## config.mk

```make
export PLATFORM = sky130hd
export DESIGN_NAME = lru_key_value_cache
export DESIGN_NICKNAME = d
export VERILOG_FILES = /design/src/sv/lkv_pkg.sv /design/src/sv/lkv_ctrl.sv /design/src/sv/lkv_dpath.sv /design/src/sv/lru_key_value_cache.sv
export SDC_FILE = /design/constraint.sdc
export NUM_CORES = 2
export LEC_CHECK = 0
export BUFFER_PORTS_ARGS = -buffer_cell sky130_fd_sc_hd__buf_4
export CORE_ASPECT_RATIO = 1.25
export CORE_MARGIN = 2
export CORE_UTILIZATION = 60
export CTS_CLUSTER_DIAMETER = 100
export DETAILED_ROUTE_END_ITERATION = 10
export GPL_TIMING_DRIVEN = 0
export PLACE_DENSITY = 0.79
export SKIP_CTS_REPAIR_TIMING = 1
export SYNTH_ARGS = -nofsm -noshare
export SYNTH_HDL_FRONTEND = slang
export SYNTH_SLANG_ARGS = --single-unit
```

## constraint.sdc

```tcl
create_clock -name clk -period 16.3 [get_ports clk]
set_input_delay 3.26 -clock clk [delete_from_list [all_inputs] [get_ports clk]]
set_output_delay 3.26 -clock clk [all_outputs]
set_load 0.005 [all_outputs]
```

## src/sv/lkv_pkg.sv

```systemverilog
package lkv_pkg;

    localparam int DEPTH_DEFAULT      = 16;
    localparam int KEY_BITS_DEFAULT   = 64;
    localparam int VALUE_BITS_DEFAULT = 64;

    localparam int CAPACITY_BITS = 5;
    localparam logic [CAPACITY_BITS-1:0] CAPACITY_RESET = 5'd16;

    localparam logic [1:0] FUNC_PUT    = 2'd0;
    localparam logic [1:0] FUNC_GET    = 2'd1;
    localparam logic [1:0] FUNC_REMOVE = 2'd2;

    typedef struct packed {
        logic capture;
        logic lookup;
        logic update;
        logic load_out;
    } lkv_cmd_t;

    typedef struct packed {
        logic out_free;
    } lkv_status_t;

endpackage

```

## src/sv/lkv_ctrl.sv

```systemverilog
module lkv_ctrl
    import lkv_pkg::*;
(
    input  logic        clk,
    input  logic        rst_n,
    input  logic        in_valid,
    output logic        in_ready,
    input  lkv_status_t status,
    output lkv_cmd_t    cmd
);

    typedef enum logic [3:0] {
        ST_IDLE   = 4'b0001,
        ST_LOOKUP = 4'b0010,
        ST_UPDATE = 4'b0100,
        ST_FINISH = 4'b1000
    } state_t;

    state_t state_reg;
    state_t state_next;

    assign in_ready = (state_reg == ST_IDLE);

    always_comb
    begin
        state_next   = state_reg;
        cmd.capture  = 1'b0;
        cmd.lookup   = 1'b0;
        cmd.update   = 1'b0;
        cmd.load_out = 1'b0;
        case (state_reg)
            ST_IDLE:
            begin
                if (in_valid)
                begin
                    cmd.capture = 1'b1;
                    state_next  = ST_LOOKUP;
                end
            end
            ST_LOOKUP:
            begin
                cmd.lookup = 1'b1;
                state_next = ST_UPDATE;
            end
            ST_UPDATE:
            begin
                cmd.update = 1'b1;
                state_next = ST_FINISH;
            end
            ST_FINISH:
            begin
                if (status.out_free)
                begin
                    cmd.load_out = 1'b1;
                    state_next   = ST_IDLE;
                end
            end
            default:
            begin
                state_next = ST_IDLE;
            end
        endcase
    end

    always_ff @(posedge clk or negedge rst_n)
    begin
        if (!rst_n)
        begin
            state_reg <= ST_IDLE;
        end
        else
        begin
            state_reg <= state_next;
        end
    end

endmodule

```

## src/sv/lkv_dpath.sv

```systemverilog
module lkv_dpath
    import lkv_pkg::*;
#(
    parameter int DEPTH      = DEPTH_DEFAULT,
    parameter int KEY_BITS   = KEY_BITS_DEFAULT,
    parameter int VALUE_BITS = VALUE_BITS_DEFAULT
)
(
    input  logic                     clk,
    input  logic                     rst_n,
    input  lkv_cmd_t                 cmd,
    output lkv_status_t              status,
    input  logic                     cfg_valid,
    input  logic [CAPACITY_BITS-1:0] cfg_data,
    input  logic [1:0]               func,
    input  logic [KEY_BITS-1:0]      key,
    input  logic [VALUE_BITS-1:0]    value,
    output logic                     out_valid,
    input  logic                     out_ready,
    output logic                     hit,
    output logic [VALUE_BITS-1:0]    read_value,
    output logic                     evicted,
    output logic [KEY_BITS-1:0]      victim_key
);

    localparam int IW = $clog2(DEPTH);
    localparam int CW = $clog2(DEPTH + 1);

    logic [CAPACITY_BITS-1:0] capacity_reg;
    logic [CW-1:0]            cap_eff;

    logic [1:0]            req_func_reg;
    logic [KEY_BITS-1:0]   req_key_reg;
    logic [VALUE_BITS-1:0] req_value_reg;

    logic [DEPTH-1:0]    slot_valid_reg;
    logic [DEPTH-1:0]    slot_valid_next;
    logic [KEY_BITS-1:0] slot_key_reg [DEPTH];
    logic [IW-1:0]       rank_reg [DEPTH];
    logic [IW-1:0]       rank_next [DEPTH];
    logic [CW-1:0]       count_reg;
    logic [CW-1:0]       count_next;

    logic [VALUE_BITS-1:0] value_mem [DEPTH];
    logic [VALUE_BITS-1:0] rd_data_reg;

    logic [DEPTH-1:0] match_reg;
    logic [DEPTH-1:0] lru_reg;
    logic             full_reg;

    logic                  res_hit_reg;
    logic                  res_get_reg;
    logic                  res_evicted_reg;
    logic [KEY_BITS-1:0]   res_victim_key_reg;

    logic                  out_valid_reg;
    logic                  out_hit_reg;
    logic [VALUE_BITS-1:0] out_read_value_reg;
    logic                  out_evicted_reg;
    logic [KEY_BITS-1:0]   out_victim_key_reg;

    logic                is_put;
    logic                is_get;
    logic                is_remove;
    logic                any_match;
    logic                do_touch;
    logic                do_drop;
    logic                do_insert;
    logic                do_evict;
    logic                have_slot;
    logic [DEPTH-1:0]    vacant;
    logic [DEPTH-1:0]    ins_oh;
    logic [IW-1:0]       hit_idx;
    logic [IW-1:0]       ins_idx;
    logic [IW-1:0]       hit_rank;
    logic [KEY_BITS-1:0] lru_key;
    logic                mem_we;
    logic [IW-1:0]       mem_waddr;

    always_comb
    begin
        if (capacity_reg == '0)
        begin
            cap_eff = CW'(1);
        end
        else if (32'(capacity_reg) > DEPTH)
        begin
            cap_eff = CW'(DEPTH);
        end
        else
        begin
            cap_eff = CW'(capacity_reg);
        end
    end

    always_ff @(posedge clk or negedge rst_n)
    begin
        if (!rst_n)
        begin
            capacity_reg <= CAPACITY_RESET;
        end
        else if (cfg_valid)
        begin
            capacity_reg <= cfg_data;
        end
    end

    always_ff @(posedge clk)
    begin
        if (cmd.capture)
        begin
            req_func_reg  <= func;
            req_key_reg   <= key;
            req_value_reg <= value;
        end
    end

    // Every slot compares its key at once; the least recent slot holds rank count - 1.
    always_ff @(posedge clk)
    begin
        if (cmd.lookup)
        begin
            for (int i = 0; i < DEPTH; i++)
            begin
                match_reg[i] <= slot_valid_reg[i] && (slot_key_reg[i] == req_key_reg);
                lru_reg[i]   <= slot_valid_reg[i] &&
                                ((CW'(rank_reg[i]) + CW'(1)) == count_reg);
            end
            full_reg <= (count_reg >= cap_eff);
        end
    end

    assign is_put    = (req_func_reg == FUNC_PUT);
    assign is_get    = (req_func_reg == FUNC_GET);
    assign is_remove = (req_func_reg == FUNC_REMOVE);
    assign any_match = |match_reg;
    assign do_touch  = any_match && (is_put || is_get);
    assign do_drop   = any_match && is_remove;
    assign do_insert = is_put && !any_match;
    assign do_evict  = do_insert && full_reg;

    assign vacant    = ~slot_valid_reg | (do_evict ? lru_reg : '0);
    assign ins_oh    = vacant & (~vacant + DEPTH'(1));
    assign have_slot = |vacant;

    always_comb
    begin
        hit_idx  = '0;
        ins_idx  = '0;
        hit_rank = '0;
        lru_key  = '0;
        for (int i = 0; i < DEPTH; i++)
        begin
            if (match_reg[i])
            begin
                hit_idx  = hit_idx | IW'(i);
                hit_rank = hit_rank | rank_reg[i];
            end
            if (ins_oh[i])
            begin
                ins_idx = ins_idx | IW'(i);
            end
            if (lru_reg[i])
            begin
                lru_key = lru_key | slot_key_reg[i];
            end
        end
    end

    always_comb
    begin
        for (int i = 0; i < DEPTH; i++)
        begin
            slot_valid_next[i] = slot_valid_reg[i];
            rank_next[i]       = rank_reg[i];
            if (do_touch)
            begin
                if (match_reg[i])
                begin
                    rank_next[i] = '0;
                end
                else if (slot_valid_reg[i] && (rank_reg[i] < hit_rank))
                begin
                    rank_next[i] = rank_reg[i] + IW'(1);
                end
            end
            else if (do_drop)
            begin
                if (match_reg[i])
                begin
                    slot_valid_next[i] = 1'b0;
                    rank_next[i]       = '0;
                end
                else if (slot_valid_reg[i] && (rank_reg[i] > hit_rank))
                begin
                    rank_next[i] = rank_reg[i] - IW'(1);
                end
            end
            else if (do_insert)
            begin
                if (do_evict && lru_reg[i])
                begin
                    slot_valid_next[i] = 1'b0;
                    rank_next[i]       = '0;
                end
                if (have_slot)
                begin
                    if (ins_oh[i])
                    begin
                        slot_valid_next[i] = 1'b1;
                        rank_next[i]       = '0;
                    end
                    else if (slot_valid_next[i])
                    begin
                        rank_next[i] = rank_reg[i] + IW'(1);
                    end
                end
            end
        end
    end

    always_comb
    begin
        count_next = count_reg;
        if (do_drop)
        begin
            count_next = count_reg - CW'(1);
        end
        else if (do_insert)
        begin
            count_next = count_reg + CW'(have_slot) - CW'(do_evict);
        end
    end

    always_ff @(posedge clk or negedge rst_n)
    begin
        if (!rst_n)
        begin
            slot_valid_reg <= '0;
            count_reg      <= '0;
            for (int i = 0; i < DEPTH; i++)
            begin
                rank_reg[i] <= '0;
            end
        end
        else if (cmd.update)
        begin
            slot_valid_reg <= slot_valid_next;
            count_reg      <= count_next;
            for (int i = 0; i < DEPTH; i++)
            begin
                rank_reg[i] <= rank_next[i];
            end
        end
    end

    always_ff @(posedge clk)
    begin
        for (int i = 0; i < DEPTH; i++)
        begin
            if (cmd.update && do_insert && ins_oh[i])
            begin
                slot_key_reg[i] <= req_key_reg;
            end
        end
    end

    assign mem_we    = cmd.update && ((is_put && any_match) || (do_insert && have_slot));
    assign mem_waddr = do_insert ? ins_idx : hit_idx;

    always_ff @(posedge clk)
    begin
        if (mem_we)
        begin
            value_mem[mem_waddr] <= req_value_reg;
        end
        if (cmd.update)
        begin
            rd_data_reg <= value_mem[hit_idx];
        end
    end

    always_ff @(posedge clk)
    begin
        if (cmd.update)
        begin
            res_hit_reg        <= any_match && (is_put || is_get || is_remove);
            res_get_reg        <= any_match && is_get;
            res_evicted_reg    <= do_evict;
            res_victim_key_reg <= do_evict ? lru_key : '0;
        end
    end

    always_ff @(posedge clk or negedge rst_n)
    begin
        if (!rst_n)
        begin
            out_valid_reg <= 1'b0;
        end
        else if (cmd.load_out)
        begin
            out_valid_reg <= 1'b1;
        end
        else if (out_ready)
        begin
            out_valid_reg <= 1'b0;
        end
    end

    always_ff @(posedge clk)
    begin
        if (cmd.load_out)
        begin
            out_hit_reg        <= res_hit_reg;
            out_read_value_reg <= res_get_reg ? rd_data_reg : '0;
            out_evicted_reg    <= res_evicted_reg;
            out_victim_key_reg <= res_victim_key_reg;
        end
    end

    assign status.out_free = !out_valid_reg || out_ready;

    assign out_valid  = out_valid_reg;
    assign hit        = out_hit_reg;
    assign read_value = out_read_value_reg;
    assign evicted    = out_evicted_reg;
    assign victim_key = out_victim_key_reg;

`ifndef SYNTHESIS
    a_count_matches_valid: assert property (@(posedge clk) disable iff (!rst_n)
        $countones(slot_valid_reg) == int'(count_reg))
        else $error("entry count differs from the number of valid slots");

    a_count_bounded: assert property (@(posedge clk) disable iff (!rst_n)
        count_reg <= CW'(DEPTH))
        else $error("entry count exceeds the depth");

    a_match_unique: assert property (@(posedge clk) disable iff (!rst_n)
        cmd.update |-> $onehot0(match_reg))
        else $error("key found in more than one slot");

    a_lru_unique: assert property (@(posedge clk) disable iff (!rst_n)
        cmd.update |-> ($onehot0(lru_reg) && ((count_reg == '0) || $onehot(lru_reg))))
        else $error("least recent slot is not unique");

    a_evict_only_on_miss: assert property (@(posedge clk) disable iff (!rst_n)
        out_valid_reg |-> !(out_evicted_reg && out_hit_reg))
        else $error("eviction reported on a hit");
`endif

endmodule

```

## src/sv/lru_key_value_cache.sv

```systemverilog
// Each accepted item is captured, then the controller steps it through a key compare,
// a state and value memory update, and an output load, which waits until the output
// register is free; no new item is taken until the output load is done.
// Reset clears all valid bits, recency ranks and the entry count at once, and sets
// capacity to 16; no clearing pass is needed, so items are taken right after reset.
module lru_key_value_cache
    import lkv_pkg::*;
#(
    parameter int DEPTH      = DEPTH_DEFAULT,
    parameter int KEY_BITS   = KEY_BITS_DEFAULT,
    parameter int VALUE_BITS = VALUE_BITS_DEFAULT
)
(
    input  logic                     clk,
    input  logic                     rst_n,
    input  logic                     in_valid,
    output logic                     in_ready,
    input  logic [1:0]               func,
    input  logic [KEY_BITS-1:0]      key,
    input  logic [VALUE_BITS-1:0]    value,
    output logic                     out_valid,
    input  logic                     out_ready,
    output logic                     hit,
    output logic [VALUE_BITS-1:0]    read_value,
    output logic                     evicted,
    output logic [KEY_BITS-1:0]      victim_key,
    input  logic                     cfg_valid,
    output logic                     cfg_ready,
    input  logic [CAPACITY_BITS-1:0] cfg_data
);

    lkv_cmd_t    cmd;
    lkv_status_t status;

    assign cfg_ready = 1'b1;

    lkv_ctrl u_ctrl (
        .clk      (clk),
        .rst_n    (rst_n),
        .in_valid (in_valid),
        .in_ready (in_ready),
        .status   (status),
        .cmd      (cmd)
    );

    lkv_dpath #(
        .DEPTH      (DEPTH),
        .KEY_BITS   (KEY_BITS),
        .VALUE_BITS (VALUE_BITS)
    ) u_dpath (
        .clk        (clk),
        .rst_n      (rst_n),
        .cmd        (cmd),
        .status     (status),
        .cfg_valid  (cfg_valid),
        .cfg_data   (cfg_data),
        .func       (func),
        .key        (key),
        .value      (value),
        .out_valid  (out_valid),
        .out_ready  (out_ready),
        .hit        (hit),
        .read_value (read_value),
        .evicted    (evicted),
        .victim_key (victim_key)
    );

endmodule
```

==> results of run 1 <==
synthesized netlist by cell type, types with 134 or more instances:
master	count
a221oi_1	240
xnor2_1	555
nor4_1	138
a31oi_1	153
nand2_1	1181
and3_1	134
nand4_1	184
xor2_1	316
a22oi_1	185
a22o_1	204
inv_1	206
o21ai_0	164
nand3_1	604
clkbuf_1	511
edfxtp_1	2472
nor2_1	172
a311oi_1	138
through the flow:
step / instances / cell area, um2 / util [%]
2_1_floorplan: 8712 / 114000 / -
4_1_cts: 12100 / 131000 / 69.3
3_5_place_dp: 11700 / 123000 / 65.1
3_3_place_gp: 11500 / 119000 / 63.2
cells by family after synthesis:
kind of cell	Yosys count	share of synthesized area (%)
AO/OA/AOI/OAI	1630	10.7
XOR/XNOR	871	6.70
adder cells (fa/ha/maj)	111	1.23
buffers and inverters	823	2.75
flip-flops	2567	67.3
multiplexers	11	0.124
other	1	0.00329
AND/OR/NAND/NOR	2698	11.2
routing by layer:
metal  GRT overflow  GRT usage (%)
met2            191           87.6
met4            154           64.2
met3              5           56.8
met5              0           27.8
met1              4           74.7
==> results.yml, run 1 <==
run_status:
  status: "stopped before the end"
  lastStage: "global routing (5_1_grt)"
  error_line: "[ERROR GRT-0116] Global routing finished with congestion. Check the congestion regions in the DRC Viewer."
global_route:
  first_global_vias: 106000
  grt_max_degree: 96
  grt_use_total_pct: 71.7
  grt_first_pass_wirelength_um: 953000
  globalRouteOverflowTotal: 354
die:
  fp-row-count: 178
  design.portCount: 273
  die_w_um: 394
  start_util_pct: 60.5
  die_y_um: 491
synthesis:
  syn_area_um2: 114000
  synth_fp_nets: 8963
  yosysSeqAreaShare_pct: 67.3
  yosysTopAreaCell: "edfxtp_1"
  yosysUniqueCellTypes: 95
  synth_top_area_share_pct: 65.2
  synth.avg_cell_area_um2: 13.1
  ys.flop_type: "edfxtp_1"
  synth-edff-count: 2472
  synth.area.top_cells: "edfxtp_1 65%, xnor2_1 4.3%, nand2_1 3.9%, nand3_1 2.7%, xor2_1 2.4%"
  yosysWarnings: 0
  yosys_register_bits: 2567
  synthArstFlopShare_pct: 3.70
  synth_cells: 8712
clock_tree:
  clock_path_buffers: 3
  cts_made_buffers: 236
  root_buffer: "clkbuf_16"
  h-tree-depth: 4
  cts.sinks: 2567
placement:
  gp_congestion: 1.37
  dpl_worst_slack_ns: 9.78
  io_buffers: 271
  hpwlAfterDp_um: 441000
==> run 2, diff against run 1 <==
CORE_ASPECT_RATIO = default   (was 1.25)
CORE_UTILIZATION = 40   (was 60)
CTS_CLUSTER_DIAMETER = default   (was 100)
PLACE_DENSITY = default   (was 0.79)
PLACE_DENSITY_LB_ADDON = 0.15   (was default)
==> run 2 against run 1 <==
Compared with the run above: the flow now finishes, with violations (max-capacitance violations, max-slew violations); synthesized area unchanged; synthesized cell count is the same.
==> results.yml, run 2 <==
synthesis:
  synth_xor_area_share_pct: 6.70
  ys.flop_type: "edfxtp_1"
  synth.avg_cell_area_um2: 13.1
  synth-simple-area-share_pct: 11.2
  synth_top_family_by_area: "simple AND/OR/NAND/NOR gates"
  yosysUniqueCellTypes: 95
  synth_cells: 8712
  synth.area.top_cells: "edfxtp_1 65%, xnor2_1 4.3%, nand2_1 3.9%, nand3_1 2.7%, xor2_1 2.4%"
  yosys_register_bits: 2567
  ys_top_cells_by_count: "2,472 x edfxtp_1, 1,181 x nand2_1, 604 x nand3_1"
  synth_mux_area_share_pct: 0.124
  synth_compound_area_share_pct: 10.7
  synth_fp_nets: 8963
  yosysWarnings: 0
  yosysMostFrequentCell: "edfxtp_1"
  synth-edff-count: 2472
  syn_area_um2: 114000
  yosysSeqAreaShare_pct: 67.3
  synth_top_area_share_pct: 65.2
  synth_adder_area_share_pct: 1.23
  yosysTopAreaCell: "edfxtp_1"
  synthArstFlopShare_pct: 3.70
setup_path:
  arrival_ns: 8.05
  cp.required_ns: 16.94
  crit_top_cell: "buf_6"
  cp_max_fo: 10
  crit_path_end_kind: "flop"
  path_class: "flop to flop"
  crit_buf_inv: 9
  crit_family: "simple AND/OR/NAND/NOR gates"
  cpPeakStageDelay_ns: 1.09
  cp_cell_sequence: "clkbuf_1, or3_1, clkbuf_1, nor4_4, nand2_2, nor3_2, nand2_1, clkbuf_1, clkbuf_1, nor3_2, buf_6, buf_6, buf_6, buf_6, buf_6"
  cp-start-kind: "flop"
  cp_slowest_cell: "nor3_2"
placement:
  place_area_um2: 126000
  gp_congestion: 1.17
  io_buffers: 271
  hpwlAfterDp_um: 523000
pwr:
  powerDensity_nw_per_um2: 145
  leakagePower_nw: 45.6
  vdd_drop_max_mv: 0.114
clock_tree:
  path_clk_slew_ns: 0.06
  cts_made_buffers: 292
  cts.sinks: 2567
  cts_tree: "built"
  clkLatencyLatePin_ns: 0.98
  root_buffer: "clkbuf_16"
  h-tree-depth: 5
  clock_path_buffers: 4
die:
  core_um2: 283000
  die_y_um: 538
  die_w_um: 538
  start_util_pct: 40.3
  design.portCount: 273
  fp.dieArea_um2: 289000
  fp-row-count: 195
global_route:
  grt_use_total_pct: 46.6
  grt_first_pass_wirelength_um: 868000
  antenna_found_initial: 124
  grt_max_degree: 52
  globalRouteOverflowTotal: 0
  first_global_vias: 83600
drt:
  num_vias: 94500
  routed_wl_um: 689000
  remaining_drc_errors: 0
  routedWlPerCell_um: 50.6
  drt_pass1_iterations: 9
  antenna_left: 0
  avgViaCountPerCell: 6.94
  detail_route.iter0.violations: 18100
timing:
  holdWs_ns: 0.404
  slew_headroom_pct: -38.6
  setup_viol: 0
  fmax_mhz: 135
  rsz0062_at_grt: "false"
  fin_crit_ns: 7.41
  max_slew.worst_pin.slew_ns: 2.07
  finalCritPeriodShare_pct: 45.5
  clock_skew_ns: 0.0763
  finalSetupTns_ns: 0
  hold_viol: 0
  drv_slew: 231
final_layout:
  finish.instance_area_um2: 136000
  final_common_cell: "edfxtp_1"
  layout_common_cells: "2,472 x edfxtp_1, 1,181 x nand2_1, 604 x nand3_1"
  drive_gt1_share_pct: 12.5
  syn2layout_area_growth_pct: 19.1
  fillers: 24800
  final_nets: 9792
worst_hold_path:
  min_path_type: "flop to flop"
run_status:
  status: "finished, violations left"
  violations: "max-capacitance violations, max-slew violations"
job:
  maxCapViolCount: 43
[run 2: cells by family (layout without fill, tap and decap cells)]
logic type,count (synthesis),count (layout)
buffers and inverters,823,1888
AOI/OAI and AO/OA,1630,1630
DFF,2567,2567
other,1,100
adders and majority gates,111,111
xor gates and xnor gates,871,871
muxes,11,11
and+or+nand+nor,2698,2698
[run 2: where the power goes]
group | internal (W) | switching, W
clock | 0.00388 | 0.00297
combinational | 0.00116 | 0.00352
sequential | 0.00769 | 0.000495
[run 2: routing by layer]
| metal | vias to the layer above | global-route usage, % | wire length, um |
|---|---|---|---|
| met5 | - | 1.41 | 232 |
| met4 | 34 | 34.3 | 61700 |
| met3 | 2149 | 20.9 | 98000 |
| met2 | 9019 | 65.1 | 281000 |
| met1 | 48100 | 56.4 | 248000 |
| li1 | 35200 | - | - |
[run 2: per-stage QoR]
stage          total power (W)  util (%)  instances  setup slack, ns
6_report                0.0197      48.0      13600             8.89
5_1_grt                 0.0199      47.9      13500             9.01
4_1_cts                 0.0193      47.8      13500             9.38
3_5_place_dp            0.0125      44.4      13000             9.33
3_3_place_gp            0.0123      42.7      12700           -19.90
2_1_floorplan          0.00994         -       8712             1.62
[run 2: path summary, 6_finish.rpt]
check / cells after the start / slack [ns] / end / start
hold reg to reg: 0 / 0.40 / u_dpath.hit$_DFFE_PP_ / u_dpath.res_hit_reg$_DFFE_PP_
hold / removal: 0 / 0.40 / u_dpath.hit$_DFFE_PP_ / u_dpath.res_hit_reg$_DFFE_PP_
setup reg to reg: 15 / 8.89 / u_dpath.slot_key_reg[1][302]$_DFFE_PP_ / u_dpath.match_reg[3]$_DFFE_PN_
min in group asynchronous: 1 / 2.26 / u_dpath.rank_reg[11]$_DFFE_PN0P_ / rst_n
setup / recovery: 15 / 8.89 / u_dpath.slot_key_reg[1][302]$_DFFE_PP_ / u_dpath.match_reg[3]$_DFFE_PN_
max in group asynchronous: 2 / 13.18 / u_dpath.rank_reg[56]$_DFFE_PN0P_ / rst_n
[run 2: area by class of cell]
cell class	instances	area (um2)	share of cell area (%)
antenna	99	248	0.183
buffer	609	2480	1.83
clock buffer	344	7590	5.59
clock inverter	186	2100	1.55
inverter	214	803	0.592
multi-input combinational	5322	34700	25.6
sequential	2567	76600	56.5
tap	3743	4680	3.45
timing repair buffer	535	6430	4.74
Power figures use the tool's default switching activity.
